File: config.mk
export PLATFORM = sky130hd
export DESIGN_NAME = cbs_front
export DESIGN_NICKNAME = d
export VERILOG_FILES = /design/src/hdl/cubic_bezier_subdivide_unit_macros.svh /design/src/hdl/cbs_pkg.sv /design/src/hdl/cbs_front.sv
export SDC_FILE = /design/constraint.sdc
export NUM_CORES = 1
export LEC_CHECK = 0
export BUFFER_PORTS_ARGS = -buffer_cell sky130_fd_sc_hd__buf_2
export CAP_MARGIN = 0
export CORE_AREA = 4 4 226 228
export DETAILED_ROUTE_END_ITERATION = 8
export DIE_AREA = 0 0 230 232
export SLEW_MARGIN = 5
export SYNTH_ARGS = -nofsm -noshare
export SYNTH_HDL_FRONTEND = slang
export SYNTH_SLANG_ARGS = --single-unit
File: constraint.sdc
create_clock -name clock -period 16.6 [get_ports clock]
set_input_delay 1.66 -clock clock [delete_from_list [all_inputs] [get_ports clock]]
set_output_delay 1.66 -clock clock [all_outputs]
set_load 0.005 [all_outputs]
File: src/hdl/cubic_bezier_subdivide_unit_macros.svh
// ----------------------------------------------------------------------------
// cubic_bezier_subdivide_unit_macros.svh
// Assertion macros for the cubic Bezier subdivision unit.
// ----------------------------------------------------------------------------
`ifndef CUBIC_BEZIER_SUBDIVIDE_UNIT_MACROS_SVH
`define CUBIC_BEZIER_SUBDIVIDE_UNIT_MACROS_SVH

`ifndef SYNTH
`define CBS_ASSERT_CLK(label, clk, rst, prop) \
   label: assert property (@(posedge clk) disable iff (rst) prop) \
      else $error("%m: check failed");
`define CBS_ASSERT(label, prop) `CBS_ASSERT_CLK(label, clock, reset, prop)
`else
`define CBS_ASSERT_CLK(label, clk, rst, prop)
`define CBS_ASSERT(label, prop)
`endif

`endif

File: src/hdl/cbs_pkg.sv
// ----------------------------------------------------------------------------
// cbs_pkg
// Shared types and constants of the cubic Bezier subdivision unit.
// ----------------------------------------------------------------------------
package cbs_pkg;

   localparam int NUM_PTS   = 10;
   localparam int IDX_W     = 4;
   localparam int NUM_LANES = 6;
   localparam int MID_LANES = 4;

   localparam logic [IDX_W-1:0] LAST_IDX_SINGLE = 4'd6;
   localparam logic [IDX_W-1:0] LAST_IDX_DOUBLE = 4'd9;
   localparam logic [1:0]       PHASE_LAST      = 2'd2;

   typedef enum logic {
      CMD_SINGLE = 1'b0,
      CMD_DOUBLE = 1'b1
   } cmd_type;

   typedef enum logic [1:0] {
      ENG_IDLE,
      ENG_RUN,
      ENG_HOLD
   } eng_state_type;

   typedef enum logic [1:0] {
      PASS_EDGE,
      PASS_MID,
      PASS_TOP
   } pass_type;

   typedef struct packed {
      logic done;
      logic dbl;
   } eng_stat_type;

endpackage

File: src/hdl/cbs_front.sv
// ----------------------------------------------------------------------------
// cbs_front
// Input register stage: decodes the mode and saturates both split parameters.
// ----------------------------------------------------------------------------
module cbs_front #(
   parameter int CW = 32,
   parameter int T  = 16,
   localparam int IN_BITS = 8*CW + 2*(T+1),
   localparam int IW      = IN_BITS + 1
) (
   input  logic               clock,
   input  logic               reset,
   input  logic               in_valid,
   output logic               in_ready,
   input  logic               in_cmd,
   input  logic [IN_BITS-1:0] in_data,
   output logic               out_valid,
   input  logic               out_ready,
   output logic [IW-1:0]      out_data
);
   import cbs_pkg::*;

   localparam logic [T:0] T_ONE = {1'b1, {T{1'b0}}};

   logic          valid_ff, valid_in;
   logic [IW-1:0] item_ff, item_in;
   logic [T:0]    t0_raw, t1_raw, t0_sat, t1_sat;
   logic          dbl;
   logic          accept;

   always_comb begin
      t0_raw  = in_data[8*CW +: T+1];
      t1_raw  = in_data[8*CW+T+1 +: T+1];
      t0_sat  = t0_raw[T] ? T_ONE : t0_raw;
      t1_sat  = t1_raw[T] ? T_ONE : t1_raw;
      dbl     = (cmd_type'(in_cmd) == CMD_DOUBLE);
      item_in = {dbl, t1_sat, t0_sat, in_data[8*CW-1:0]};
   end

   assign in_ready  = !valid_ff || out_ready;
   assign accept    = in_valid && in_ready;
   assign out_valid = valid_ff;
   assign out_data  = item_ff;

   always_comb begin
      valid_in = valid_ff;
      if (accept) begin
         valid_in = 1'b1;
      end else if (out_ready) begin
         valid_in = 1'b0;
      end
   end

   always_ff @(posedge clock) begin
      if (reset) begin
         valid_ff <= 1'b0;
      end else begin
         valid_ff <= valid_in;
      end
   end

   always_ff @(posedge clock) begin
      if (accept) begin
         item_ff <= item_in;
      end
   end

endmodule

### Word-level counts from Yosys, hierarchy flattened

Index checks and enable logic that the tools add are counted.

* bits in registers: 292
* input bits: 295
* output and inout bits: 293
* word-level logic and storage cells: 12

* muxes and demuxes: 4
* reductions and logical operators: 4

Operators by type and width (count)
* $mux W17: 2
* $mux W1: 2
* $reduce_bool A2 Y1: 1
* $logic_and A1 B1 Y1: 1
* $logic_not A1 Y1: 1
* $logic_or A1 B1 Y1: 1

### Depth between registers and ports, before layout

* word-level depth: 4
* mapped depth: 2
* gate-level depth less buffers: 2

### Worst setup path after synthesis

OpenSTA, ideal clock, no wires.

* path type: input port to flip-flop
* from: input port out_ready
* to: register item_ff[0] (netlist: out_data[0]) (enable)
* library setup time: 0.687 ns
* data arrival time: 8.348 ns
* data required time: 15.913 ns
* path slack: 7.564 ns
* stages: 2
* buffers on the path: 0
* path through: nand2b_4 and2_1

* cells in the longest elaborated chain, start to end: 2

RTL lines
* start: declaration: RTL line cbs_front.sv:18 `input logic out_ready,`
* $logic_or A1 B1 Y1: RTL line cbs_front.sv:40 `assign in_ready = !valid_ff || out_ready;`
* $logic_and A1 B1 Y1: RTL line cbs_front.sv:41 `assign accept = in_valid && in_ready;`
* via accept: RTL line cbs_front.sv:29 `logic accept;`
* end signal: assignment: RTL line cbs_front.sv:64 `item_ff <= item_in;`
* end: declaration: RTL line cbs_front.sv:26 `logic [IW-1:0] item_ff, item_in;`

The timed path passes the listed nets, and every way through them passes these cells.
A chain may end at the register's enable or synchronous reset.

### Worst setup path in the final report

* from: input port out_ready
* to: output port in_ready

* cells in the longest elaborated chain, start to end: 1

RTL lines
* $logic_or A1 B1 Y1: RTL line cbs_front.sv:40
* end: declaration: RTL line cbs_front.sv:14 `output logic in_ready,`

No other way between the ends.

==> report_table.html <==
<table>
<tr><th>Metric</th><th>Value</th></tr>
<tr><th colspan="2">Run status</th></tr>
<tr><td>Outcome</td><td>completed</td></tr>
<tr><th colspan="2">Power</th></tr>
<tr><td>Switching component of the power</td><td>365 µW</td></tr>
<tr><td>Switching share of total power</td><td>0.208</td></tr>
<tr><td>Overall Power</td><td>1.75 mW</td></tr>
<tr><td>Largest vdd supply drop</td><td>between 0.00007 and 0.00008 V</td></tr>
<tr><td>Leakage component of the power</td><td>5.86 nW</td></tr>
<tr><td>Clock network fraction of design power</td><td>0.437</td></tr>
<tr><td>Combinational cell fraction of total power</td><td>0.063</td></tr>
<tr><td>Sequential fraction of design power</td><td>0.500</td></tr>
<tr><td>Areal power density over the cells</td><td>125 nW/µm²</td></tr>
<tr><td>Internal Pwr Total</td><td>1.39 mW</td></tr>
<tr><th colspan="2">Yosys</th></tr>
<tr><td>Synth cell types</td><td>10</td></tr>
<tr><td>Yosys top cell by area</td><td>sky130_fd_sc_hd__edfxtp_1</td></tr>
<tr><td>Post-Synthesis Mean Instance Area</td><td>27.5 µm²</td></tr>
<tr><td>Post-synthesis sequential area ratio</td><td>0.965</td></tr>
<tr><td>Total of flip-flops plus latches after synthesis</td><td>292</td></tr>
<tr><td>Netlist area before placement</td><td>9070 µm²</td></tr>
<tr><td>Gate Count Post-Synth</td><td>330</td></tr>
<tr><td>Cell types occupying the most area after synthesis</td><td>sky130_fd_sc_hd__edfxtp_1 (96%), sky130_fd_sc_hd__nor2b_2 (1.4%), sky130_fd_sc_hd__and2b_2 (1.2%)</td></tr>
<tr><td>Net count after synthesis</td><td>625</td></tr>
<tr><td>Synth Warn #</td><td>0</td></tr>
<tr><td>Proportion of netlist area held by the largest area contributor</td><td>0.963</td></tr>
<tr><th colspan="2">Setup path</th></tr>
<tr><td>Most Frequent Cell on Critical Path</td><td>sky130_fd_sc_hd__buf_2</td></tr>
<tr><td>Setup slack of the most critical reg-to-reg path</td><td>between 10 and 15 ns</td></tr>
<tr><td>Worst path bufs/invs</td><td>2</td></tr>
<tr><td>Startpoint kind of the worst setup timing path</td><td>primary input</td></tr>
<tr><td>Sequence of cells on the critical path</td><td>buf_2, nand2b_4, buf_2</td></tr>
<tr><td>Slowest Stage Delay on Critical Path</td><td>0.14 ns</td></tr>
<tr><td>Setup CP Type</td><td>primary input to output pin</td></tr>
<tr><td>Required time at the endpoint of the critical path</td><td>around 15 ns</td></tr>
<tr><td>Setup crit end kind</td><td>output pin</td></tr>
<tr><td>Worst r2r dst</td><td>out_data[103]</td></tr>
<tr><td>Worst Path Arrival</td><td>2.03 ns</td></tr>
<tr><td>Reg-to-reg critical path startpoint</td><td>out_valid</td></tr>
<tr><td>Maximum fanout count along the critical path</td><td>3</td></tr>
<tr><td>Slowest stage cell on the critical path</td><td>sky130_fd_sc_hd__nand2b_4</td></tr>
<tr><td>Path depth of the worst reg2reg path</td><td>3</td></tr>
<tr><td>Cell class contributing the biggest share of worst-path delay</td><td>buffers and inverters</td></tr>
<tr><th colspan="2">GRT</th></tr>
<tr><td>Pin count of the biggest net entering global routing</td><td>85</td></tr>
<tr><td>Total routing resource utilization after global routing</td><td>0.101</td></tr>
<tr><td>Wire length of the first global-routing pass</td><td>39900 µm</td></tr>
<tr><td>Vias in the first global route</td><td>roughly 6200</td></tr>
<tr><td>Overflow left after global routing</td><td>0</td></tr>
<tr><td>Initial antenna violation count</td><td>7</td></tr>
<tr><th colspan="2">STA</th></tr>
<tr><td>Clock skew after layout</td><td>around 0.016 ns</td></tr>
<tr><td>Count of pins over their slew limit</td><td>0</td></tr>
<tr><td>Slew at the pin closest to its max-slew limit</td><td>1.07 ns</td></tr>
<tr><td>Final setup violation count</td><td>0</td></tr>
<tr><td>Shortest clock period the worst path allows after layout</td><td>3.69 ns</td></tr>
<tr><td>Maximum operating frequency</td><td>271 MHz</td></tr>
<tr><td>Total negative slack for setup checks</td><td>0 ns</td></tr>
<tr><td>Tcrit/Tclk final</td><td>0.222</td></tr>
<tr><td>Worst relative slew slack</td><td>0.286</td></tr>
<tr><td>Fin Hold WS</td><td>0.524 ns</td></tr>
<tr><td>Worst-case setup margin in the final layout</td><td>12.91 ns</td></tr>
<tr><td>Hold violation total from the final report</td><td>0</td></tr>
<tr><td>Unrepaired setup endpoints after global routing</td><td>false</td></tr>
<tr><th colspan="2">Die</th></tr>
<tr><td>Effective utilization at floorplan</td><td>0.186</td></tr>
<tr><td>Area of the core</td><td>48800 µm²</td></tr>
<tr><td>I/O pin count</td><td>588</td></tr>
<tr><td>Die Height</td><td>232 µm</td></tr>
<tr><td>Placement Rows</td><td>just over 80</td></tr>
<tr><td>Die outline width</td><td>230 µm</td></tr>
<tr><td>Die Outline Area</td><td>53400 µm²</td></tr>
<tr><th colspan="2">Clocking</th></tr>
<tr><td>Post-CTS Setup Repair Bufs</td><td>0</td></tr>
<tr><td>CTS Root Buffer Type</td><td>sky130_fd_sc_hd__clkbuf_16</td></tr>
<tr><td>Insertion delay of the later-clocked pin in the worst-skew pair</td><td>0.52 ns</td></tr>
<tr><td>CTS tree</td><td>done</td></tr>
<tr><td>Hold buffers post-CTS</td><td>0</td></tr>
<tr><td>Count of instances resized after the clock tree is built</td><td>0</td></tr>
<tr><td>Clock Path Buffers</td><td>3</td></tr>
<tr><td>Clock Pin Slew Worst Setup and Hold Paths</td><td>0.05 ns</td></tr>
<tr><td>Total clock sinks</td><td>approximately 300</td></tr>
<tr><td>Clock buffers created by TritonCTS</td><td>35</td></tr>
<tr><td># H-tree levels</td><td>2</td></tr>
<tr><th colspan="2">Placed design</th></tr>
<tr><td>Total placed cells including tap cells</td><td>roughly 1600</td></tr>
<tr><td>Worst setup timing slack at the placement stage</td><td>around 13 ns</td></tr>
<tr><td>Placed wire-length estimate</td><td>22400 µm</td></tr>
<tr><td>Global placer's final weighted congestion</td><td>0.812</td></tr>
<tr><td>Placement-stage cell area</td><td>12800 µm²</td></tr>
<tr><td>Port buffer count</td><td>587</td></tr>
<tr><th colspan="2">Detailed routing</th></tr>
<tr><td>Routed wire length per instance</td><td>about 17 µm</td></tr>
<tr><td>Number of nets with antenna violations after routing</td><td>0</td></tr>
<tr><td>Remaining DRCs</td><td>0</td></tr>
<tr><td>Sum of routed wire length over all layers</td><td>28600 µm</td></tr>
<tr><td>Via count</td><td>around 5700</td></tr>
<tr><td>Starting DRC count in detailed routing</td><td>202</td></tr>
<tr><td>Via/cell ratio</td><td>between 3 and 4</td></tr>
<tr><td>Drt pass-1 iters</td><td>4</td></tr>
<tr><th colspan="2">Final layout</th></tr>
<tr><td>Design area</td><td>14000 µm²</td></tr>
<tr><td>Fraction of layout instances using a drive strength above 1</td><td>0.682</td></tr>
<tr><td>Final standard cell count with taps included and fillers excluded</td><td>between 1500 and 2000</td></tr>
<tr><td>Utilization after layout</td><td>0.287</td></tr>
<tr><td>Fillers</td><td>4997</td></tr>
<tr><td>Layout overhead on the synthesized area</td><td>54.4%</td></tr>
<tr><td># nets final</td><td>1250</td></tr>
<tr><th colspan="2">Hold path</th></tr>
<tr><td>Min-Delay Path Class</td><td>register to register</td></tr>
<tr><td>Endpoint, Worst Hold</td><td>out_valid</td></tr>
<tr><td>Min-delay src</td><td>out_valid</td></tr>
<tr><td>Cell depth of the worst hold path</td><td>2</td></tr>
<tr><th colspan="2">Flow run</th></tr>
<tr><td>Total of max-cap violations</td><td>0</td></tr>
</table>
-- power groups by stage --
stage / clock network, mW / logic, mW / registers [mW]
floorplan: 0 / 0.0178 / 0.908
global placement: 0 / 0.112 / 0.891
detailed placement: 0 / 0.114 / 0.893
CTS: 0.803 / 0.114 / 0.878
global route: 0.833 / 0.122 / 0.881
finish: 0.765 / 0.110 / 0.877
-- kinds of logic after synthesis --
logic type,share of synthesized area
flip-flops,0.965
buffers and inverters,0.00289
AND/OR/NAND/NOR,0.0314
AO/OA/AOI/OAI,0.000551
-- cells in the mapped netlist --
cell and count:
sky130_fd_sc_hd__inv_1 1, sky130_fd_sc_hd__dfxtp_1 1, sky130_fd_sc_hd__and2b_2 12, sky130_fd_sc_hd__and2_1 1, sky130_fd_sc_hd__buf_6 2, sky130_fd_sc_hd__a21oi_1 1, sky130_fd_sc_hd__nor2b_1 6, sky130_fd_sc_hd__edfxtp_1 291
sky130_fd_sc_hd__nand2b_4 1, sky130_fd_sc_hd__nor2b_2 14
-- metal layers --
metal | up-vias | part of all wire | track usage
met2 | 358 | 0.51 | 0.177
met5 | - | 0.0021 | 0
li1 | 2573 | - | -
met3 | 54 | 0.12 | 0.0526
met1 | 2703 | 0.34 | 0.104
met4 | 10 | 0.024 | 0.0361
-- worst register-to-register path, stage by stage (launching register included) --
cell and delay (ns):
sky130_fd_sc_hd__dfxtp_1 0.33, sky130_fd_sc_hd__nand2b_4 0.09, sky130_fd_sc_hd__and2_4 0.64, sky130_fd_sc_hd__buf_4 0.97
-- sequential cells by signal, summed over array words and instances (netlist names) --
register,count
out_valid,1
out_data,291
-- final cells by class --
class / count / area, µm² / share of cell area
Timing Repair Buffer: 590 / 2960 / 0.211
Multi-Input combinational cell: 35 / 293 / 0.0209
Clock inverter: 21 / 215 / 0.0154
Antenna cell: 1 / 2.50 / 0.000179
Sequential cell: 292 / 8760 / 0.625
Tap cell: 664 / 831 / 0.0593
Clock buffer: 42 / 945 / 0.0674
Inverter: 1 / 3.75 / 0.000268
-- worst max-delay path by stage --
stage	start	end	slack [ns]	cells past startpoint
5_1_grt	out_ready	in_ready	12.89	3
2_1_floorplan	out_ready	out_data[0]	7.56	2
4_1_cts	out_ready	in_ready	12.91	3
3_3_place_gp	out_ready	out_data[123]	12.66	4
3_5_place_dp	out_ready	out_data[0]	12.56	4
6_report	out_ready	in_ready	12.91	3
-- layout by cell type, fill, tap and decap left out, types with 4 or more instances in the layout --
cell type	instances
sky130_fd_sc_hd__clkinv_2	4
sky130_fd_sc_hd__clkbuf_16	37
sky130_fd_sc_hd__nor2b_2	14
sky130_fd_sc_hd__buf_2	587
sky130_fd_sc_hd__clkinv_1	7
sky130_fd_sc_hd__nor2b_1	6
sky130_fd_sc_hd__bufinv_16	4
sky130_fd_sc_hd__clkbuf_1	5
sky130_fd_sc_hd__edfxtp_1	291
sky130_fd_sc_hd__and2b_2	12
No activity file was read; power rests on OpenSTA's default activity.
