$ cat src/hdl/cubic_bezier_subdivide_unit_macros.svh
// ----------------------------------------------------------------------------
// cubic_bezier_subdivide_unit_macros.svh
// Assertion macros for the cubic Bezier subdivision unit.
// ----------------------------------------------------------------------------
`ifndef CUBIC_BEZIER_SUBDIVIDE_UNIT_MACROS_SVH
`define CUBIC_BEZIER_SUBDIVIDE_UNIT_MACROS_SVH

`ifndef SYNTH
`define CBS_ASSERT_CLK(label, clk, rst, prop) \
   label: assert property (@(posedge clk) disable iff (rst) prop) \
      else $error("%m: check failed");
`define CBS_ASSERT(label, prop) `CBS_ASSERT_CLK(label, clock, reset, prop)
`else
`define CBS_ASSERT_CLK(label, clk, rst, prop)
`define CBS_ASSERT(label, prop)
`endif

`endif

$ cat src/hdl/cbs_pkg.sv
// ----------------------------------------------------------------------------
// cbs_pkg
// Shared types and constants of the cubic Bezier subdivision unit.
// ----------------------------------------------------------------------------
package cbs_pkg;

   localparam int NUM_PTS   = 10;
   localparam int IDX_W     = 4;
   localparam int NUM_LANES = 6;
   localparam int MID_LANES = 4;

   localparam logic [IDX_W-1:0] LAST_IDX_SINGLE = 4'd6;
   localparam logic [IDX_W-1:0] LAST_IDX_DOUBLE = 4'd9;
   localparam logic [1:0]       PHASE_LAST      = 2'd2;

   typedef enum logic {
      CMD_SINGLE = 1'b0,
      CMD_DOUBLE = 1'b1
   } cmd_type;

   typedef enum logic [1:0] {
      ENG_IDLE,
      ENG_RUN,
      ENG_HOLD
   } eng_state_type;

   typedef enum logic [1:0] {
      PASS_EDGE,
      PASS_MID,
      PASS_TOP
   } pass_type;

   typedef struct packed {
      logic done;
      logic dbl;
   } eng_stat_type;

endpackage

$ cat src/hdl/cbs_emit.sv
// ----------------------------------------------------------------------------
// cbs_emit
// Result buffer: holds one finished point list and sends a point per transfer.
// ----------------------------------------------------------------------------
module cbs_emit #(
   parameter int CW = 32
) (
   input  logic                        clock,
   input  logic                        reset,
   input  cbs_pkg::eng_stat_type       stat,
   input  logic [2*CW-1:0]             pts [cbs_pkg::NUM_PTS],
   output logic                        take,
   output logic                        rsp_valid,
   input  logic                        rsp_ready,
   output logic [CW-1:0]               rsp_x,
   output logic [CW-1:0]               rsp_y,
   output logic [cbs_pkg::IDX_W-1:0]   rsp_idx,
   output logic                        rsp_last
);
   import cbs_pkg::*;

   logic [2*CW-1:0]  buf_ff [NUM_PTS];
   logic             busy_ff, busy_in;
   logic [IDX_W-1:0] idx_ff, idx_in;
   logic [IDX_W-1:0] lastidx_ff, lastidx_in;
   logic             last_now, xfer;

   assign last_now  = (idx_ff == lastidx_ff);
   assign xfer      = busy_ff && rsp_ready;
   assign take      = stat.done && (!busy_ff || (xfer && last_now));

   assign rsp_valid = busy_ff;
   assign rsp_x     = buf_ff[idx_ff][CW-1:0];
   assign rsp_y     = buf_ff[idx_ff][2*CW-1:CW];
   assign rsp_idx   = idx_ff;
   assign rsp_last  = last_now;

   always_comb begin
      busy_in    = busy_ff;
      idx_in     = idx_ff;
      lastidx_in = lastidx_ff;
      if (take) begin
         busy_in    = 1'b1;
         idx_in     = '0;
         lastidx_in = stat.dbl ? LAST_IDX_DOUBLE : LAST_IDX_SINGLE;
      end else if (xfer) begin
         if (last_now) begin
            busy_in = 1'b0;
         end else begin
            idx_in = idx_ff + 1'b1;
         end
      end
   end

   always_ff @(posedge clock) begin
      if (reset) begin
         busy_ff    <= 1'b0;
         idx_ff     <= '0;
         lastidx_ff <= LAST_IDX_SINGLE;
      end else begin
         busy_ff    <= busy_in;
         idx_ff     <= idx_in;
         lastidx_ff <= lastidx_in;
      end
   end

   always_ff @(posedge clock) begin
      if (take) begin
         for (int k = 0; k < NUM_PTS; k++) buf_ff[k] <= pts[k];
      end
   end

endmodule

$ cat config.mk
export PLATFORM = sky130hd
export DESIGN_NAME = cbs_emit
export DESIGN_NICKNAME = d
export VERILOG_FILES = /design/src/hdl/cubic_bezier_subdivide_unit_macros.svh /design/src/hdl/cbs_pkg.sv /design/src/hdl/cbs_emit.sv
export SDC_FILE = /design/constraint.sdc
export NUM_CORES = 1
export LEC_CHECK = 0
export BUFFER_PORTS_ARGS = -buffer_cell sky130_fd_sc_hd__buf_2
export CORE_AREA = 2 2 278 280
export CTS_CLUSTER_SIZE = 16
export DETAILED_ROUTE_END_ITERATION = 10
export DIE_AREA = 0 0 280 282
export GPL_TIMING_DRIVEN = 0
export HOLD_SLACK_MARGIN = 0.1
export SYNTH_ARGS = -nofsm -noshare
export SYNTH_HDL_FRONTEND = slang
export SYNTH_SLANG_ARGS = --single-unit
$ cat constraint.sdc
create_clock -name clock -period 27.4 [get_ports clock]
set_input_delay 5.48 -clock clock [delete_from_list [all_inputs] [get_ports clock]]
set_output_delay 5.48 -clock clock [all_outputs]
set_load 0.05 [all_outputs]
=== After elaboration in Yosys (flattened, before gate mapping) ===
Memory sizes are Yosys's and may differ from the RTL's. A register that Yosys moved wholly into a read port is not among the register bits.
Cells that the tools add are included.

* Register bits after elaboration: 9
* Bits in latches: 0
* RAM bits: 640
* Memory bits (read-only): 0
* Output and inout bits: 71
* Word-level logic and storage cells: 25
* Memories: 1

* Add/subtract/negate cells: 1
* $mul: 0
* Divide/modulo/power cells: 0
* $lt $le $gt $ge: 0
* Equal/unequal tests: 1
* Shifts and indexed selects: 0
* Mux-type cells: 8
* Bitwise logic cells: 1
* Reductions and logical operators: 10

{| class="wikitable"
|+ Memories
! memory !! depth !! width !! read ports !! clocked after memory_dff !! write ports !! line !! source
|-
| buf_ff || 10 || 64 || 1 || 1 || 10 || cbs_emit.sv:22 || <nowiki>logic [2*CW-1:0] buf_ff [NUM_PTS];</nowiki>
|}

{| class="wikitable"
|+ Operators by type and width
! kind !! count
|-
| $mux 4 || 3
|-
| $mux 1 || 5
|-
| $add 4x1->4 const B || 1
|-
| $eq 4x4->1 || 1
|-
| $reduce_and 2->1 || 2
|-
| $reduce_bool 2->1 || 2
|-
| $logic_and 1x1->1 || 3
|-
| $reduce_or 2->1 || 1
|-
| $logic_not 1->1 || 1
|-
| $logic_or 1x1->1 || 1
|-
| $not 1->1 || 1
|}

=== Depth between registers and ports, before layout ===
Gate-level depths: netlist (run 1).

* Depth in word-level cells: 6
* Depth in mapped cells: 7
* Gate-level depth less buffers: 5

=== Worst setup path before layout (run 1) ===
Ideal clock, no wire load.

* Path kind: input port to output port
* Start: input stat[1] in the netlist's numbering
* End: output take
* Arrival time: 19.745 ns
* Data required time: 21.920 ns
* Path slack: 2.175 ns
* Stages: 3
* Path buffers: 0
* Path through: nand2_1 > a221o_1 > nand2_1

* Word-level cells in the longest chain between the ends: 1

{| class="wikitable"
|+ Ends and longest elaborated chain
! item !! line !! source
|-
| start, declared || cbs_emit.sv:10 || <nowiki>input cbs_pkg::eng_stat_type stat,</nowiki>
|-
| $logic_and 1x1->1 || cbs_emit.sv:30 || <nowiki>assign take = stat.done && (!busy_ff || (xfer && last_now));</nowiki>
|-
| end, declared || cbs_emit.sv:12 || <nowiki>output logic take,</nowiki>
|}

No other way between the ends.

=== Worst setup path after layout (run 1) ===
* Start: input rsp_ready
* End: output take

* Word-level cells in the longest chain between the ends: 4

{| class="wikitable"
|+ Ends and longest elaborated chain
! item !! line !! source
|-
| start, declared || cbs_emit.sv:14 || <nowiki>input logic rsp_ready,</nowiki>
|-
| $logic_and 1x1->1 || cbs_emit.sv:29 || <nowiki>assign xfer = busy_ff && rsp_ready;</nowiki>
|-
| $logic_and 1x1->1 || cbs_emit.sv:30 ||
|-
| $logic_or 1x1->1 || cbs_emit.sv:30 ||
|-
| $logic_and 1x1->1 || cbs_emit.sv:30 ||
|}

No other way between the ends.

==> flow_summary.json, run 1 <==
{
  "rsz0062_at_grt": "false",
  "avgSynthCellArea_um2": 22.0,
  "cap_violations": 0,
  "yosysWarnings": 0,
  "synth_top_area_share": 0.771,
  "status": "completed",
  "critical_path.max_stage_delay_ns": 0.39,
  "dieArea_mm2": 0.0790,
  "cp.required_ns": 21.92,
  "postCtsSetupBuffers": 0,
  "cts_buffer_depth": 3,
  "clk_pin_slew_worst_paths_ns": 0.06,
  "final_util": 0.427,
  "routabilityCongestion": 0.918,
  "dieHeight_um": 282,
  "grt_pass1_wl_mm": 104,
  "p_leak_nw": 11.7,
  "firstDrtPassIters": 5,
  "r2r_setup_slack_ns": 24.18,
  "synthDistinctLibCells": 32,
  "grt_use_total": 0.186,
  "vias": 14600,
  "antenna_found_initial": 35,
  "fin_area_mm2": 0.0323,
  "met3_usage": 0.0480,
  "holdWs_ns": 0.477,
  "drt-initial-drc-count": 1303,
  "die_x_um": 280,
  "nFillCells": 6771,
  "syn-instance-count": 1135,
  "period_minus_slack_ns": 12.96,
  "fin_worst_skew_ns": 0.0260,
  "crit_type": "in -> out",
  "cts_tree": "done",
  "insertion_delay_ns": 0.62,
  "seq_area_frac_synth": 0.780,
  "io_buffers": 715,
  "htreeDepth": 3,
  "min_path_type": "reg -> reg",
  "wl_per_cell_um": 25.2,
  "drive_gt1_frac": 0.508,
  "grt_pass1_vias": 15500,
  "clock-root-buffer": "clkbuf_16",
  "busiest_layer": "met2",
  "final_hold_viol_count": 0,
  "synth_area_leaders": "edfxtp_1 (77%), mux4_2 (11%), mux2i_1 (2.6%)",
  "ios": 716,
  "slew_violations": 0,
  "synth.cell_area_mm2": 0.0249,
  "cts_buffers": 73,
  "place_hpwl_mm": 57.1,
  "cp_cell_sequence": "buf_2, nand2_1, a221o_1, nand2_4, buf_16, buf_16, buf_2",
  "crit_fanout": 74,
  "period_share": 0.473,
  "synth_fp_nets": 1781,
  "cts_hold_buf": 0,
  "final-setup-viol-count": 0,
  "cts_resized": 0,
  "cp.arrival_ns": 7.48,
  "rows": 101,
  "max_freq_mhz": 77.2,
  "start_kind": "input pin",
  "end_kind": "output port",
  "area_growth_pct": 29.7,
  "nets": 2580,
  "detail-route-antenna-nets": 0,
  "globalRouteMet1Util": 0.224,
  "ir_worst_vdd_uv": 49.9,
  "fin_tns_setup_ns": 0,
  "via_per_inst": 4.88,
  "grt_overflow": 0,
  "yosysTopAreaCell": "edfxtp_1",
  "cts.sinks": 651,
  "powerDensity_mw_per_mm2": 71.9,
  "ys_ff_latch": 651,
  "initial_core_util": 0.329,
  "grt_use_met2": 0.316,
  "tightest_slew_ns": 1.18,
  "core_area_mm2": 0.0757,
  "synthArstFlopShare": 0,
  "drc": 0,
  "timing.max_slew.rel_slack": 0.216,
  "dpl-instance-area_mm2": 0.0300,
  "yosys_most_used_dff": "edfxtp_1",
  "synth-edff-count": 640,
  "grt_start_max_net_pins": 78,
  "drt-total-wl_mm": 75.5,
  "slowest_stage": "nand2_4"
}
cells in the final DEF, fill, tap and decap left out, drive strengths merged, types with 3 or more instances in the layout:
cell type / netlist / final
edfxtp: 640 / 640
nand3: 5 / 5
clkinvlp: 0 / 3
a211oi: 64 / 64
mux4: 128 / 128
bufinv: 0 / 3
or3: 4 / 4
dfxtp: 11 / 11
clkbuf: 30 / 120
o21ai: 4 / 4
clkinv: 0 / 27
buf: 34 / 758
a21oi: 69 / 69
mux2i: 64 / 64
inv: 3 / 10
nor2b: 64 / 64
diode: 0 / 29
nand2: 4 / 4
power breakdown:
part,switching [W],internal (W),leakage (nW),total (W)
Combinational,0.000111,0.0000834,4.39,0.000194
Clock,0.000406,0.000533,1.11,0.000939
Sequential,0.0000186,0.00117,6.21,0.00119
sequential cells by signal (all words and copies together), names as in the netlist, named ones only:
register    flops
rsp_idx         4
rsp_valid       1
lastidx_ff      2
buf_ff        640
per-stage QoR:
stage / std cells / power, W / worst slack (ns)
final: 2996 / 0.00232 / 14.44
after floorplan: 1135 / 0.00136 / 2.17
after CTS: 2967 / 0.00235 / 14.42
after detailed placement: 2837 / 0.00141 / 14.42
after global routing: 2993 / 0.00240 / 14.30
after global placement: 2828 / 0.00146 / -4.16
logic make-up (layout without fill, tap and decap cells):
logic type / after synthesis / in the layout / share of synthesized area
AO/OA/AOI/OAI: 144 / 144 / 0.0435
adder cells (fa/ha/maj): 1 / 1 / 0.000502
buffers and inverters: 67 / 921 / 0.0145
flip-flops: 651 / 651 / 0.780
multiplexers: 192 / 192 / 0.142
other: 0 / 29 / 0
AND/OR/NAND/NOR: 80 / 80 / 0.0195
path summary, 6_finish.rpt:
| check | start | end | cells past startpoint |
|---|---|---|---|
| worst min register to register | lastidx_ff[0] | lastidx_ff[0] | 2 |
| worst max-delay path | rsp_ready | take | 7 |
| worst max register to register | rsp_idx[2] | buf_ff[6][19] | 6 |
| worst min-delay path | lastidx_ff[0] | lastidx_ff[0] | 2 |
area by class of cell:
type / instances / area [um2] / area share
Antenna cell: 29 / 72.6 / 0.00224
Buffer: 64 / 350 / 0.0108
Clock buffer: 90 / 1920 / 0.0594
Clock inverter: 40 / 363 / 0.0112
Inverter: 3 / 11.3 / 0.000348
Multi-Input combinational cell: 417 / 5140 / 0.159
Sequential cell: 651 / 19400 / 0.601
Tap cell: 978 / 1220 / 0.0378
Timing Repair Buffer: 724 / 3830 / 0.118
critical path, delay by kind of cell:
family,cells,cell delay (ns)
compound gates,1,0.33
buf+inv,4,1.17
simple gates,2,0.45
per-layer routing:
| metal | share of wire | vias to the layer above | wire length, um |
|---|---|---|---|
| met5 | 0.00089 | - | 67 |
| met4 | 0.027 | 12 | 2060 |
| met3 | 0.077 | 132 | 5840 |
| met2 | 0.52 | 608 | 39500 |
| met1 | 0.37 | 7476 | 28000 |
| li1 | - | 6391 | - |
cell usage after synthesis (5+ instances only):
master    count
edfxtp_1    640
nand3_1       5
buf_4         7
a211oi_2     36
buf_2        12
mux2i_1      64
buf_1         7
mux4_2      122
buf_6         7
dfxtp_1      11
a21oi_1      69
a211oi_1     28
clkbuf_1     30
mux4_1        6
nor2b_1      64
Note: power is estimated with default switching activity, not from simulation.
==> run 2, diff against run 1 <==
ABC_AREA = 1   (was not set)
CORE_AREA = 2 2 276 278   (was 2 2 278 280)
DIE_AREA = 0 0 278 280   (was 0 0 280 282)
clock period = 12.1 ns   (was 27.4 ns; I/O delays follow)
==> flow_summary.json, run 2 <==
{
  "crit_fanout": 44,
  "grt_use_total": 0.216,
  "period_share": 0.629,
  "synthArstFlopShare": 0,
  "clock-root-buffer": "clkbuf_16",
  "cts.sinks": 651,
  "cts_buffers": 74,
  "regArea_mm2": 0.0194,
  "ios": 716,
  "nets": 3359,
  "p_total_w": 0.00536,
  "core_area_mm2": 0.0752,
  "p_leak_nw": 13.3,
  "cp.required_ns": 9.68,
  "tightest_slew_ns": 1.38,
  "io_buffers": 715,
  "cp.arrival_ns": 5.20,
  "final_common_cell": "buf_2",
  "slew_violations": 0,
  "cp_cell_sequence": "buf_2, nand3_2, nand2_2, nand2_2, clkinvlp_4, buf_12, buf_12, buf_12, buf_12, buf_12, buf_12, buf_2",
  "antenna_found_initial": 58,
  "final_util": 0.447,
  "min_path_type": "reg -> reg",
  "crit_top_cell": "buf_12",
  "htreeDepth": 3,
  "vias": 18900,
  "nFillCells": 6920,
  "multi_input_area_mm2": 0.00484,
  "firstDrtPassIters": 6,
  "dieHeight_um": 280,
  "synth_fp_nets": 2552,
  "cts_resized": 0,
  "dieArea_mm2": 0.0778,
  "ir_worst_vdd_uv": 102,
  "grt_overflow": 0,
  "start_kind": "input pin",
  "critical_path.max_stage_delay_ns": 0.44,
  "rsz0062_at_grt": "false",
  "ys_top_cells_by_count": "edfxtp_1 (640), inv_1 (263), nand3_1 (199)",
  "insertion_delay_ns": 0.61,
  "met1_length_mm": 33.6,
  "place_hpwl_mm": 65.6,
  "dr_wl_met2_mm": 43.5,
  "powerDensity_mw_per_mm2": 159,
  "seq_area_frac_synth": 0.746,
  "grt_start_max_net_pins": 48,
  "dr_wl_met3_mm": 7.34,
  "yosysWarnings": 0,
  "end_kind": "output port",
  "cts_buffer_depth": 3,
  "fin_worst_skew_ns": 0.0278,
  "slowest_stage": "clkinvlp_4",
  "wl_per_cell_um": 23.1,
  "cap_violations": 0,
  "fin_tns_setup_ns": 0,
  "drc": 0,
  "synth_most_common_cell": "edfxtp_1",
  "die_x_um": 278,
  "largest_reg_flops": 640,
  "via_per_inst": 4.99,
  "synth_area_leaders": "edfxtp_1 (74%), nand3_1 (3.8%), inv_1 (3.8%)",
  "avgSynthCellArea_um2": 13.7,
  "top_layer": "met5",
  "drt-initial-drc-count": 1572,
  "final_hold_viol_count": 0,
  "rows": 101,
  "synthDistinctLibCells": 23,
  "synth_top_area_share": 0.738,
  "ys_ff_latch": 651,
  "synth-edff-count": 640,
  "grt_pass1_wl_mm": 122,
  "period_minus_slack_ns": 7.62,
  "max_freq_mhz": 131,
  "synth.cell_area_mm2": 0.0260,
  "detail-route-antenna-nets": 0,
  "layout.cells.most_common_list": "buf_2 (752), edfxtp_1 (640), inv_1 (262)",
  "yosysTopAreaCell": "edfxtp_1",
  "postCtsSetupBuffers": 0,
  "yosys_most_used_dff": "edfxtp_1",
  "status": "completed",
  "drive_gt1_frac": 0.333,
  "crit_type": "in -> out",
  "timing.max_slew.rel_slack": 0.0781,
  "grt_pass1_vias": 19200,
  "initial_core_util": 0.346,
  "routabilityCongestion": 0.891,
  "clk_pin_slew_worst_paths_ns": 0.06,
  "drt-total-wl_mm": 87.3,
  "cts_tree": "done",
  "area_growth_pct": 29.0,
  "cts_hold_buf": 0,
  "syn-instance-count": 1906,
  "final-setup-viol-count": 0,
  "regMostFlops": "buf_ff"
}
## run 2: cell count changes after synthesis, sizes merged, moves of 50 or more
| cell | change |
|---|---|
| buf | +50 |
| nand3 | +194 |
| nor2b | -64 |
| o211ai | +128 |
| mux4 | -128 |
| inv | +262 |
| a21oi | +64 |
| a211oi | -64 |
| o21ai | +189 |
| nand2 | +142 |
## run 2: layer usage
layer	GRT usage	vias up
li1	-	8598
met1	0.269	9178
met2	0.366	908
met3	0.0505	176
met4	0.0841	30
met5	0	-
## run 2: kinds of logic after synthesis
logic type      Yosys count  synth area share
buf+inv                 384            0.0684
mux                      64            0.0246
simple gates            350            0.0600
flops                   651             0.746
compound gates          454            0.0997
xor+xnor                  2          0.000673
fa+ha+maj                 1          0.000480
## run 2: cell type report
class,count,share of cell area
clock inverter,39,0.0107
antenna,41,0.00305
sequential,651,0.578
inverter,265,0.0297
multi-input combinational,871,0.144
buffer,119,0.0234
clock buffer,90,0.0582
timing repair buffer,731,0.116
tap,978,0.0364
## run 2: power by group
group          leakage, nW  switching (W)  internal [W]
combinational         5.96       0.000311      0.000167
clock                 1.12       0.000913       0.00126
sequential            6.23      0.0000416       0.00267
## run 2: final timing paths
check / from / slack [ns] / to / cells after the start
worst max-delay path: rsp_ready / 4.48 / take / 12
worst min-delay path: lastidx_ff[0] / 0.48 / lastidx_ff[0] / 2
worst max register to register: rsp_idx[2] / 8.55 / buf_ff[7][30] / 12
worst min register to register: lastidx_ff[0] / 0.48 / lastidx_ff[0] / 2
## run 2: metrics by stage
step,instance area [um2],setup WS (ns),cells,hold WS [ns]
global route,33600,4.28,3773,0.510
floorplan,26100,-0.812,1906,0.445
finish,33600,4.48,3785,0.481
CTS,33500,4.47,3744,0.483
global placement,30900,-5.85,3599,0.464
detailed placement,31200,4.47,3615,0.474
## run 2: worst max-delay path, delay by kind of cell
| family | cells | cell delay, ns |
|---|---|---|
| buffers and inverters | 9 | 2.38 |
| and+or+nand+nor | 3 | 0.26 |
