<file path="src/hdl/cubic_bezier_subdivide_unit_macros.svh">
// ----------------------------------------------------------------------------
// cubic_bezier_subdivide_unit_macros.svh
// Assertion macros for the cubic Bezier subdivision unit.
// ----------------------------------------------------------------------------
`ifndef CUBIC_BEZIER_SUBDIVIDE_UNIT_MACROS_SVH
`define CUBIC_BEZIER_SUBDIVIDE_UNIT_MACROS_SVH

`ifndef SYNTH
`define CBS_ASSERT_CLK(label, clk, rst, prop) \
   label: assert property (@(posedge clk) disable iff (rst) prop) \
      else $error("%m: check failed");
`define CBS_ASSERT(label, prop) `CBS_ASSERT_CLK(label, clock, reset, prop)
`else
`define CBS_ASSERT_CLK(label, clk, rst, prop)
`define CBS_ASSERT(label, prop)
`endif

`endif

</file>
<file path="src/hdl/cbs_queue.sv">
// ----------------------------------------------------------------------------
// cbs_queue
// Short first-in first-out queue between the front stage and the engine.
// ----------------------------------------------------------------------------
module cbs_queue #(
   parameter int WIDTH = 8,
   parameter int DEPTH = 2,
   localparam int PTR_W = (DEPTH > 1) ? $clog2(DEPTH) : 1,
   localparam int CNT_W = $clog2(DEPTH + 1)
) (
   input  logic             clock,
   input  logic             reset,
   input  logic             in_valid,
   output logic             in_ready,
   input  logic [WIDTH-1:0] in_data,
   output logic             out_valid,
   input  logic             out_pop,
   output logic [WIDTH-1:0] out_data
);
   logic [WIDTH-1:0] mem_ff [DEPTH];
   logic [PTR_W-1:0] wr_ptr_ff, wr_ptr_in;
   logic [PTR_W-1:0] rd_ptr_ff, rd_ptr_in;
   logic [CNT_W-1:0] cnt_ff, cnt_in;
   logic             push, pop;

   assign in_ready  = (cnt_ff != CNT_W'(DEPTH));
   assign out_valid = (cnt_ff != '0);
   assign out_data  = mem_ff[rd_ptr_ff];
   assign push      = in_valid && in_ready;
   assign pop       = out_pop && out_valid;

   always_comb begin
      wr_ptr_in = wr_ptr_ff;
      rd_ptr_in = rd_ptr_ff;
      cnt_in    = cnt_ff;
      if (push) begin
         wr_ptr_in = (wr_ptr_ff == PTR_W'(DEPTH-1)) ? '0 : wr_ptr_ff + 1'b1;
      end
      if (pop) begin
         rd_ptr_in = (rd_ptr_ff == PTR_W'(DEPTH-1)) ? '0 : rd_ptr_ff + 1'b1;
      end
      if (push && !pop) begin
         cnt_in = cnt_ff + 1'b1;
      end else if (pop && !push) begin
         cnt_in = cnt_ff - 1'b1;
      end
   end

   always_ff @(posedge clock) begin
      if (reset) begin
         wr_ptr_ff <= '0;
         rd_ptr_ff <= '0;
         cnt_ff    <= '0;
      end else begin
         wr_ptr_ff <= wr_ptr_in;
         rd_ptr_ff <= rd_ptr_in;
         cnt_ff    <= cnt_in;
      end
   end

   always_ff @(posedge clock) begin
      if (push) begin
         mem_ff[wr_ptr_ff] <= in_data;
      end
   end

endmodule

</file>
<file path="config.mk">
export PLATFORM = sky130hd
export DESIGN_NAME = cbs_queue
export DESIGN_NICKNAME = d
export VERILOG_FILES = /design/src/hdl/cubic_bezier_subdivide_unit_macros.svh /design/src/hdl/cbs_queue.sv
export SDC_FILE = /design/constraint.sdc
export NUM_CORES = 1
export LEC_CHECK = 0
export BUFFER_PORTS_ARGS = -buffer_cell sky130_fd_sc_hd__buf_2
export CORE_MARGIN = 4
export CORE_UTILIZATION = 35
export CTS_BUF_LIST = sky130_fd_sc_hd__clkbuf_8 sky130_fd_sc_hd__clkbuf_16
export DETAILED_ROUTE_END_ITERATION = 16
export GPL_ROUTABILITY_DRIVEN = 0
export GPL_TIMING_DRIVEN = 0
export PLACE_DENSITY = 0.58
export SLEW_MARGIN = 20
export SYNTH_ARGS = -nofsm -noshare
export SYNTH_HDL_FRONTEND = slang
export SYNTH_SLANG_ARGS = --single-unit
export TNS_END_PERCENT = 5
</file>
<file path="constraint.sdc">
create_clock -name clock -period 1.4 [get_ports clock]
set_input_delay 0.07 -clock clock [delete_from_list [all_inputs] [get_ports clock]]
set_output_delay 0.07 -clock clock [all_outputs]
set_load 0.01 [all_outputs]
</file>
-- Word level (Yosys, flattened, before mapping)
Memories as Yosys holds them, arrays and structs flattened. A register that Yosys moved wholly into a read port is not among the register bits.
Index checks and enable logic that the tools add are counted.
Widths: inputs -> output; s select.
- register bits after elaboration: 4
- RAM bits: 16
- output and inout port bits: 10
- word-level logic and storage cells: 25
- memories kept: 1
- add/subtract/negate cells: 4
- equal/unequal tests: 1
- muxes and demuxes: 8
- reductions and logical operators: 8
- memories (name ; words ; width ; read ports ; clocked after Yosys merged registers in ; wr ports ; RTL line ; source):
    mem_ff ; 2 ; 8 ; 1 ; 1 ; 1 ; cbs_queue.sv:20 ; logic [WIDTH-1:0] mem_ff [DEPTH];
- operators with widths (kind ; count):
    $mux 1 ; 6
    $logic_and 1x1->1 ; 4
    $mux 2 ; 2
    $reduce_bool 2->1 ; 2
    $add 1x1->1 const B ; 2
    $add 2x1->2 const B ; 1
    $logic_not 1->1 ; 2
    $ne 2x2->1 const B ; 1
    $sub 2x1->2 const B ; 1

-- Longest topological paths before layout
Gate-level depths: netlist of run 1.
- depth in word-level cells: 6
- gate-level depth with buffers: 6
- mapped depth without buffers: 6

-- Least setup slack after synthesis of run 1
OpenSTA, ideal clock, no wires.
- path type: register to register
- start point: register cnt_ff[0]
- end point: register cnt_ff[1]
- setup time: 0.070 ns
- arrival: 1.429 ns
- required time: 1.330 ns
- setup slack: -0.099 ns
- cell stages (with the launch flop): 6
- path buffers: 0
- clock period less this slack: 1.499 ns
- cell sequence: dfxtp_1 > nand2b_4 > and2_1 > ha_1 > or3_1 > a21oi_1
- longest elaborated chain between the ends: 5
- RTL lines (item ; RTL line ; source):
    start, declared ; cbs_queue.sv:23 ; logic [CNT_W-1:0] cnt_ff, cnt_in;
    start signal, assigned ; cbs_queue.sv:57 ; cnt_ff <= cnt_in;
    $ne 2x2->1 (*) ; cbs_queue.sv:26 ; assign in_ready = (cnt_ff != CNT_W'(DEPTH));
    net in_ready ; cbs_queue.sv:14 ; output logic in_ready,
    $logic_and 1x1->1 (*) ; cbs_queue.sv:29 ; assign push = in_valid && in_ready;
    $logic_not 1->1 ; cbs_queue.sv:44 ; end else if (pop && !push) begin
    $logic_and 1x1->1 ; cbs_queue.sv:44 ;
    $reduce_bool 2->1 (no line) ; - ;
Mark *: on every way through the listed nets, which the timed path passes. The rest lies on a longest branch. The select of a mux whose other input is x is not followed.
A chain may end at the register's enable or synchronous reset.

-- Worst setup path in the final report of run 1
- start point: register cnt_ff[0]
- end point: register cnt_ff[1]
- longest elaborated chain between the ends: 5
- RTL lines (item):
    parallel branches: the longest is 5 deep, another holds $sub 2x1->2
Several ways; the timed one is not identified. The select of a mux whose other input is x is not followed.

==> impl_metrics.ini, run 1 <==
[power]
powerDensity_mw_per_mm2 = 1740
p_sw_w = 0.000522
combPwrFrac_pct = 33.5
swShare_pct = 28.2
p_total_w = 0.00185
p_leak_nw = 0.425
ir_drop_mv = 0.968
internal-power_w = 0.00133
power_frac_seq_pct = 46.4
p_clk_share_pct = 20.1

[min_path]
min_to = mem_ff[0][3]$_DFFE_PP_
hp-class = input pin to flop
hold-path-cell-count = 1
worstHoldStart = in_data[3]

[timing]
fin_crit_sh_pct = 101
setup_ws_ps = -10.4
period_needed_ps = 1410
rsz0062_at_grt = yes
slew_viol_final = 0
finalSetupViolCount = 1
clock_skew_ps = 1.66
hold_violations = 0
relSlewSlack_pct = 74.2
fmax_mhz = 709
setup_tns_ps = -10.4
worst_pin_slew_ps = 387

[finish]
drive_gt1_share_pct = 54.4
area_growth_pct = 31.8
multiInputGateArea_sq_um = 235
instances_no_fill = 107
seqCellArea_sq_um = 586
nFillCells = 208
final_nets = 93
antennaDiodeCount = 0

[synthesis]
ys_seq_area_share_pct = 72.0
netlist.top_cell.by_area = edfxtp_1
ys_types = 17
synth_warnings = 0
synthMostInstantiatedCell = edfxtp_1
synth_area_per_cell_sq_um = 16.4
netlist_top_cells_count = edfxtp_1 (16), mux2_2 (8), dfxtp_1 (5)
synth_nets = 62
ys.flop_type = edfxtp_1
synth-seq-cells = 21
async_flop_share_pct = 0
synthCells = 49
syn_area_sq_um = 806
synth.top_cell.area_share_pct = 59.6
synth_area_leaders = edfxtp_1 (60%), dfxtp_1 (12%), mux2_2 (11%), xor2_1 (3.3%), nand2b_4 (1.7%)
synth-edff-count = 16

[placed_design]
io_buffers = 21
post-place-ws_ps = -55.9
dp_cells = 98
dpl.hpwl_um = 989

[route]
viasPerCell = 4.67
firstDrtPassIters = 2
drt_iter0_drc = 1
drt_wl_total_mm = 1.34
route.detailed.drc = 0
vias = 500
final_antenna_net_count = 0
wl_per_cell_um = 12.6

[clock_network]
clock_path_buffers = 2
clock_sinks = 21
cts_tree = done
clkLatencyLatePin_ps = 250
cts_buffers = 3
path_clk_slew_ps = 70
htree_levels = 1
clock-root-buffer = clkbuf_8

[die]
core-area_sq_mm = 0.00221
rows = 17
initial_utilization_pct = 36.4
dieWidth_um = 56.0
io_pins = 22
fp.dieArea_sq_mm = 0.00313
die_y_um = 56.0

[run]
drv_cap = 0

[critical_path]
crit_fanout = 4
critPathRequiredTime_ps = 1590
reg2reg_slack_ps = -10
timing.rr.end = cnt_ff[1]$_SDFFE_PP0P_
critPathMaxStageDelay_ps = 360
crit_path_start_kind = flop
crit_path_end_kind = flop
cp.arrival_ps = 1600
reg2reg_from = cnt_ff[0]$_SDFFE_PP0P_
ff2ff_path_depth = 6
crit_type = flop to flop
critPathTopFamily = simple AND/OR/NAND/NOR gates
crit_buf_inv = 0
path_cells = nand2b_4, and2_4, ha_4, xor2_1, or3_1, a21oi_1
worst_path_max_delay_cell = dfxtp_4

[global_route]
antenna_found_initial = 0
grt_pass1_vias = 508
grt.total_usage_pct = 9.56
overflow = 0
grt_pass1_wl_mm = 2.23
grt_max_degree = 12

[outcome]
status = finished with violations
violations = negative setup slack
flip-flops by register name, indices dropped and copies added, names as in the netlist, named ones only:
signal / count
cnt_ff: 2
mem_ff: 16
rd_ptr_ff: 1
wr_ptr_ff: 1
power groups by stage:
| stage | clock network [W] | registers (W) | logic (W) |
|---|---|---|---|
| 3_5_place_dp | 0 | 0.000867 | 0.000571 |
| 5_1_grt | 0.000410 | 0.000869 | 0.000679 |
| 3_3_place_gp | 0 | 0.000861 | 0.000561 |
| 4_1_cts | 0.000387 | 0.000858 | 0.000625 |
| 6_report | 0.000372 | 0.000857 | 0.000620 |
| 2_1_floorplan | 0 | 0.000851 | 0.000405 |
cell families after synthesis:
logic type               count (synthesis)  synth area share (%)
multiplexers                             8                  11.2
AO/OA/AOI/OAI                            5                  3.73
XOR/XNOR                                 3                  3.26
buffers and inverters                    2                  1.09
adder cells (fa/ha/maj)                  1                  1.55
flip-flops                              21                  72.1
AND/OR/NAND/NOR                          9                  7.14
through the flow:
stage | util, % | cell area [sq um] | hold WS [ps]
floorplan | - | 822 | 135
global placement | 43.5 | 962 | 259
detailed placement | 43.5 | 962 | 263
CTS | 47.5 | 1050 | 1.41
global route | 48.0 | 1060 | 3.45
finish | 48.0 | 1060 | 5.85
how the worst max path moves through the flow:
stage / start / to / slack, ps / cells past startpoint
final: cnt_ff[0]$_SDFFE_PP0P_ / cnt_ff[1]$_SDFFE_PP0P_ / -10 / 6
after global routing: cnt_ff[0]$_SDFFE_PP0P_ / cnt_ff[1]$_SDFFE_PP0P_ / -80 / 6
after CTS: cnt_ff[0]$_SDFFE_PP0P_ / cnt_ff[1]$_SDFFE_PP0P_ / -40 / 6
after detailed placement: cnt_ff[1]$_SDFFE_PP0P_ / cnt_ff[1]$_SDFFE_PP0P_ / -60 / 4
after global placement: cnt_ff[1]$_SDFFE_PP0P_ / cnt_ff[1]$_SDFFE_PP0P_ / -60 / 4
after floorplan: cnt_ff[0]$_SDFFE_PP0P_ / cnt_ff[1]$_SDFFE_PP0P_ / 8 / 6
worst register-to-register path: stages (launching register included):
cell	delay, ps
dfxtp_4	360
nand2b_4	140
and2_4	160
ha_4	150
xor2_1	130
or3_1	300
a21oi_1	110
area by class of cell:
class,count,area share (%)
multi-input cells,26,22.1
clock buffers,3,3.89
inverters,1,0.353
repair buffers,26,14.1
plain buffers,1,0.707
clock inverters,1,0.353
well taps,28,3.30
flip-flops and latches,21,55.1
cell usage in the layout (no fill, tap or decap), types with 2 or more instances in the layout:
| cell | n |
|---|---|
| buf_2 | 21 |
| edfxtp_1 | 16 |
| mux2_2 | 8 |
| xor2_1 | 3 |
| nor2_1 | 3 |
| dfxtp_1 | 3 |
| clkbuf_8 | 3 |
| dlygate4sd3_1 | 3 |
| inv_1 | 2 |
| a21oi_1 | 2 |
| buf_4 | 2 |
routing by layer:
layer	global-route usage [%]	wire length, um
met1	9.72	516
met2	16.9	705
met3	2.09	79
met4	7.12	43
met5	0	0
repair_timing:
action / CTS / global route
gates resized for setup: 3 / 1
setup endpoints to repair: 1 / 7
setup buffers: 2 / 0
hold endpoints to repair: 4 / 2
pin swaps: 1 / 1
hold buffers: 2 / 1
Power figures use the tool's default switching activity.
==> inputs of run 2 (changes only) <==
CORE_UTILIZATION = 44   (was 35)
PLACE_DENSITY = 0.71   (was 0.58)
==> run 2 against run 1 <==
Effect of this change:
- the run still ends with negative setup slack left
- first-iteration DRC count rose by 100%
- register-to-register slack worse by 60 ps
- cell count shrank 4.7%
- utilization rose by 12 points
- design area decreased by 1.6%
- combinational power about the same
- critical endpoint unchanged
- wire length is 9.7% lower
==> impl_metrics.ini, run 2 (synthesis results as in run 1) <==
[placed_design]
dp_cells = 95
io_buffers = 21
post-place-ws_ps = -72.6
dpl.hpwl_um = 913

[timing]
period_needed_ps = 1470
fin_crit_sh_pct = 105
rsz0062_at_grt = yes
fmax_mhz = 682
worst_pin_slew_ps = 329
slew_viol_final = 0
setup_tns_ps = -66.9
clock_skew_ps = 1.68
hold_violations = 0
setup_ws_ps = -66.9
relSlewSlack_pct = 78.0
worst_hold_slack_ps = 6.25
finalSetupViolCount = 1

[critical_path]
ff2ff_path_depth = 6
timing.rr.end = cnt_ff[1]$_SDFFE_PP0P_
critPathRequiredTime_ps = 1590
crit_type = flop to flop
crit_path_start_kind = flop
worst_path_max_delay_cell = dfxtp_4
crit_fanout = 4
path_cells = nand2b_4, and2_4, ha_4, xor2_1, or3_1, a21oi_2
crit_path_end_kind = flop
critPathMaxStageDelay_ps = 360
reg2reg_from = cnt_ff[0]$_SDFFE_PP0P_
reg2reg_slack_ps = -70
cp.arrival_ps = 1650

[die]
die_y_um = 50.8
rows = 15
initial_utilization_pct = 46.7
fp.dieArea_sq_mm = 0.00258
core-area_sq_mm = 0.00173
io_pins = 22
dieWidth_um = 50.8

[clock_network]
htree_levels = 1
cts_buffers = 3
clock_sinks = 21
clkLatencyLatePin_ps = 250
clock_path_buffers = 2
clock-root-buffer = clkbuf_8
cts_tree = done
path_clk_slew_ps = 70

[run]
drv_cap = 0

[min_path]
worstHoldStart = in_data[6]
hp-class = input pin to flop
min_to = mem_ff[1][6]$_DFFE_PP_
hold-path-cell-count = 1

[finish]
final_common_cell = buf_2
largest_register_ffs = 16
nFillCells = 155
instances_no_fill = 102
multiInputGateArea_sq_um = 240
top_regs = mem_ff x16, cnt_ff x2
regMostFlops = mem_ff
mostFrequentLayoutCells = buf_2 (21), edfxtp_1 (16), mux2_2 (8)
antennaDiodeCount = 0
seqCellArea_sq_um = 586
area_growth_pct = 29.7
drive_gt1_share_pct = 59.7
final_nets = 91

[global_route]
grt.total_usage_pct = 11.0
grt_max_degree = 13
grt_pass1_vias = 497
grt_pass1_wl_mm = 2.09
overflow = 0
antenna_found_initial = 0

[route]
route.detailed.drc = 0
viasPerCell = 4.66
vias = 475
final_antenna_net_count = 0
drt_wl_total_mm = 1.21
firstDrtPassIters = 2
drt_iter0_drc = 2
wl_per_cell_um = 11.9

[power]
powerDensity_mw_per_mm2 = 1770
p_leak_nw = 0.415
ir_drop_mv = 1.04

[outcome]
violations = negative setup slack
status = finished with violations
## run 2: timing repair
action | in CTS | in global routing
pin swaps | 1 | 0
hold buffers | 0 | 1
buffers inserted | 2 | 0
setup endpoints to repair | 1 | 11
hold endpoints to repair | 0 | 2
resized for setup | 3 | 3
## run 2: power by group
group | internal (W) | switching [W]
sequential | 0.000802 | 0.0000580
clock | 0.000197 | 0.000174
combinational | 0.000331 | 0.000292
total | 0.00133 | 0.000524
## run 2: cell type report
class	count	area share (%)
plain buffers	1	0.719
clock buffers	3	3.95
clock inverters	1	0.479
inverters	1	0.359
multi-input cells	26	23.0
flip-flops and latches	21	56.0
well taps	25	2.99
repair buffers	24	12.5
## run 2: routing by layer
| metal | GRT usage, % | wire length (um) | share of wire [%] | vias to the layer above |
|---|---|---|---|---|
| li1 | - | - | - | 235 |
| met1 | 13.0 | 515 | 42 | 224 |
| met2 | 19.3 | 620 | 51 | 16 |
| met3 | 2.37 | 76 | 6.3 | 0 |
| met4 | 4.04 | 0 | 0 | 0 |
| met5 | 0 | 0 | 0 | - |
## run 2: per-stage QoR
| stage | utilization [%] | cell area [sq um] | power [W] |
|---|---|---|---|
| after floorplan | - | 822 | 0.00126 |
| after global placement | 55.5 | 958 | 0.00141 |
| after detailed placement | 55.5 | 958 | 0.00143 |
| after CTS | 59.5 | 1030 | 0.00185 |
| after global routing | 60.5 | 1040 | 0.00197 |
| final | 60.5 | 1040 | 0.00185 |
## run 2: worst max-delay path by stage
stage,from,to,slack (ps)
after floorplan,cnt_ff[0]$_SDFFE_PP0P_,cnt_ff[1]$_SDFFE_PP0P_,8
after global placement,cnt_ff[1]$_SDFFE_PP0P_,cnt_ff[1]$_SDFFE_PP0P_,-50
after detailed placement,cnt_ff[1]$_SDFFE_PP0P_,cnt_ff[1]$_SDFFE_PP0P_,-70
after CTS,cnt_ff[0]$_SDFFE_PP0P_,cnt_ff[1]$_SDFFE_PP0P_,-60
after global routing,cnt_ff[0]$_SDFFE_PP0P_,cnt_ff[1]$_SDFFE_PP0P_,-150
final,cnt_ff[0]$_SDFFE_PP0P_,cnt_ff[1]$_SDFFE_PP0P_,-70
## run 2: critical path: cells and delay by family (launching register included)
kind                     cells  cell delay, ps
AND/OR/NAND/NOR              3             630
XOR/XNOR                     1             140
adder cells (fa/ha/maj)      1             140
flip-flops                   1             360
AO/OA/AOI/OAI                1             130
==> inputs of run 3 (changes only) <==
REMOVE_ABC_BUFFERS = 1   (was not set)
==> run 3 against run 2 <==
Effect of this change:
- the flow still finishes with violations (negative setup slack)
- sequential share of layout area grew 0.19 points
- cell count did not move
- die area is the same
- count of clock-buffer cells in the layout unchanged
- worst setup slack improved by 61 ps
- fmax grew 4.4%
- register-to-register slack improved by 60 ps
- critical path type unchanged
- largest power group unchanged
==> impl_metrics.ini, run 3 (synthesis results as in run 1) <==
[clock_network]
clock_path_buffers = 2
clkLatencyLatePin_ps = 250
path_clk_slew_ps = 70
cts_buffers = 3
clock_sinks = 21
cts_tree = done
htree_levels = 1
clock-root-buffer = clkbuf_8

[die]
core-area_sq_mm = 0.00173
fp.dieArea_sq_mm = 0.00258
rows = 15
dieWidth_um = 50.8
io_pins = 22
die_y_um = 50.8
initial_utilization_pct = 46.7

[min_path]
hold-path-cell-count = 1
hp-class = input pin to flop

[global_route]
grt_util_met1_pct = 12.5
grt_pass1_wl_mm = 2.01
use_met2_pct = 18.0
grt_pass1_vias = 467
grt.total_usage_pct = 10.6
grt_max_degree = 13
busiest_layer = met2
use_met3_pct = 2.08
antenna_found_initial = 0
overflow = 0

[timing]
hold_violations = 0
relSlewSlack_pct = 74.1
clock_skew_ps = 3.56
worst_pin_slew_ps = 389
fin_crit_sh_pct = 100
setup_tns_ps = -5.38
worst_hold_slack_ps = 11.0
fmax_mhz = 712
finalSetupViolCount = 1
rsz0062_at_grt = yes
period_needed_ps = 1410
slew_viol_final = 0
setup_ws_ps = -5.38

[outcome]
status = finished with violations
violations = negative setup slack

[finish]
mostFrequentLayoutCells = buf_2 (21), edfxtp_1 (16), mux2_2 (8)
regMostFlops = mem_ff
top_regs = mem_ff x16, cnt_ff x2
instances_no_fill = 102
nFillCells = 147
final_nets = 91
antennaDiodeCount = 0
drive_gt1_share_pct = 57.1
area_growth_pct = 29.5
largest_register_ffs = 16
final_common_cell = buf_2
fin_area_sq_mm = 0.00104

[critical_path]
crit_fanout = 4
crit_path_end_kind = flop
cp.arrival_ps = 1580
crit_path_start_kind = flop
crit_type = flop to flop
critPathRequiredTime_ps = 1570
ff2ff_path_depth = 6

[route]
final_antenna_net_count = 0
drt_wl_total_mm = 1.19
vias = 460
wl_per_cell_um = 11.7
firstDrtPassIters = 4
route.detailed.drc = 0
viasPerCell = 4.51
drt_iter0_drc = 8

[power]
ir_drop_mv = 1.02
p_leak_nw = 0.415
powerDensity_mw_per_mm2 = 1750
p_total_w = 0.00182

[run]
drv_cap = 0

[placed_design]
dpl.hpwl_um = 851
dpl_cell_area_sq_um = 937
dp_cells = 94
io_buffers = 21
-- run 3: cell count changes in the layout (fill, tap and decap cells not counted), sizes merged --
cell,previous run,this run
dlygate4sd3,1,2
clkbuf,4,3
-- run 3: area by class of cell --
cell class	instances	area, sq um	area share, %
flip-flops and latches	21	587	56.2
clock inverters	1	5.00	0.480
well taps	25	31.3	3.00
multi-input cells	26	235	22.5
inverters	1	3.75	0.360
repair buffers	25	140	13.4
clock buffers	3	41.3	3.96
-- run 3: critical path, cell delays in order, from the launching register on --
cell and delay, ps:
dfxtp_4 350, nand2b_4 130, and2_4 140, ha_4 150
xor2_1 140, or3_1 300, a21oi_1 120
-- run 3: what timing repair did --
action                                 in CTS  in global routing
hold buffers                                0                  2
setup endpoints to repair                   1                  9
pin swaps                                   2                  0
buffers inserted                            2                  0
resized for setup                           7                  1
endpoints found under the hold margin       0                  4
-- run 3: per-layer routing --
metal  wire length (um)  up-vias
li1                   -      235
met1                527      210
met2                581       13
met3                 63        2
met4                 21        0
met5                  0        -
-- run 3: path summary, 6_finish.rpt --
check / start / to / slack, ps
worst max register to register: cnt_ff[0]$_SDFFE_PP0P_ / cnt_ff[1]$_SDFFE_PP0P_ / -5
worst min-delay path: in_data[6] / mem_ff[0][6]$_DFFE_PP_ / 10
worst min register to register: rd_ptr_ff$_SDFFE_PP0P_ / flop / 540
worst max-delay path: cnt_ff[0]$_SDFFE_PP0P_ / cnt_ff[1]$_SDFFE_PP0P_ / -5
-- run 3: power breakdown --
group          switching (W)  internal [W]  leakage, nW
sequential         0.0000807      0.000805        0.192
combinational       0.000254      0.000316        0.198
clock               0.000170      0.000197       0.0255
-- run 3: through the flow --
step                util, %  setup slack, ps
CTS                    59.2            -3.69
global placement       54.3             -129
finish                 60.4            -5.38
global route           60.4            -68.3
detailed placement     54.3             -165
floorplan                 -            -99.0
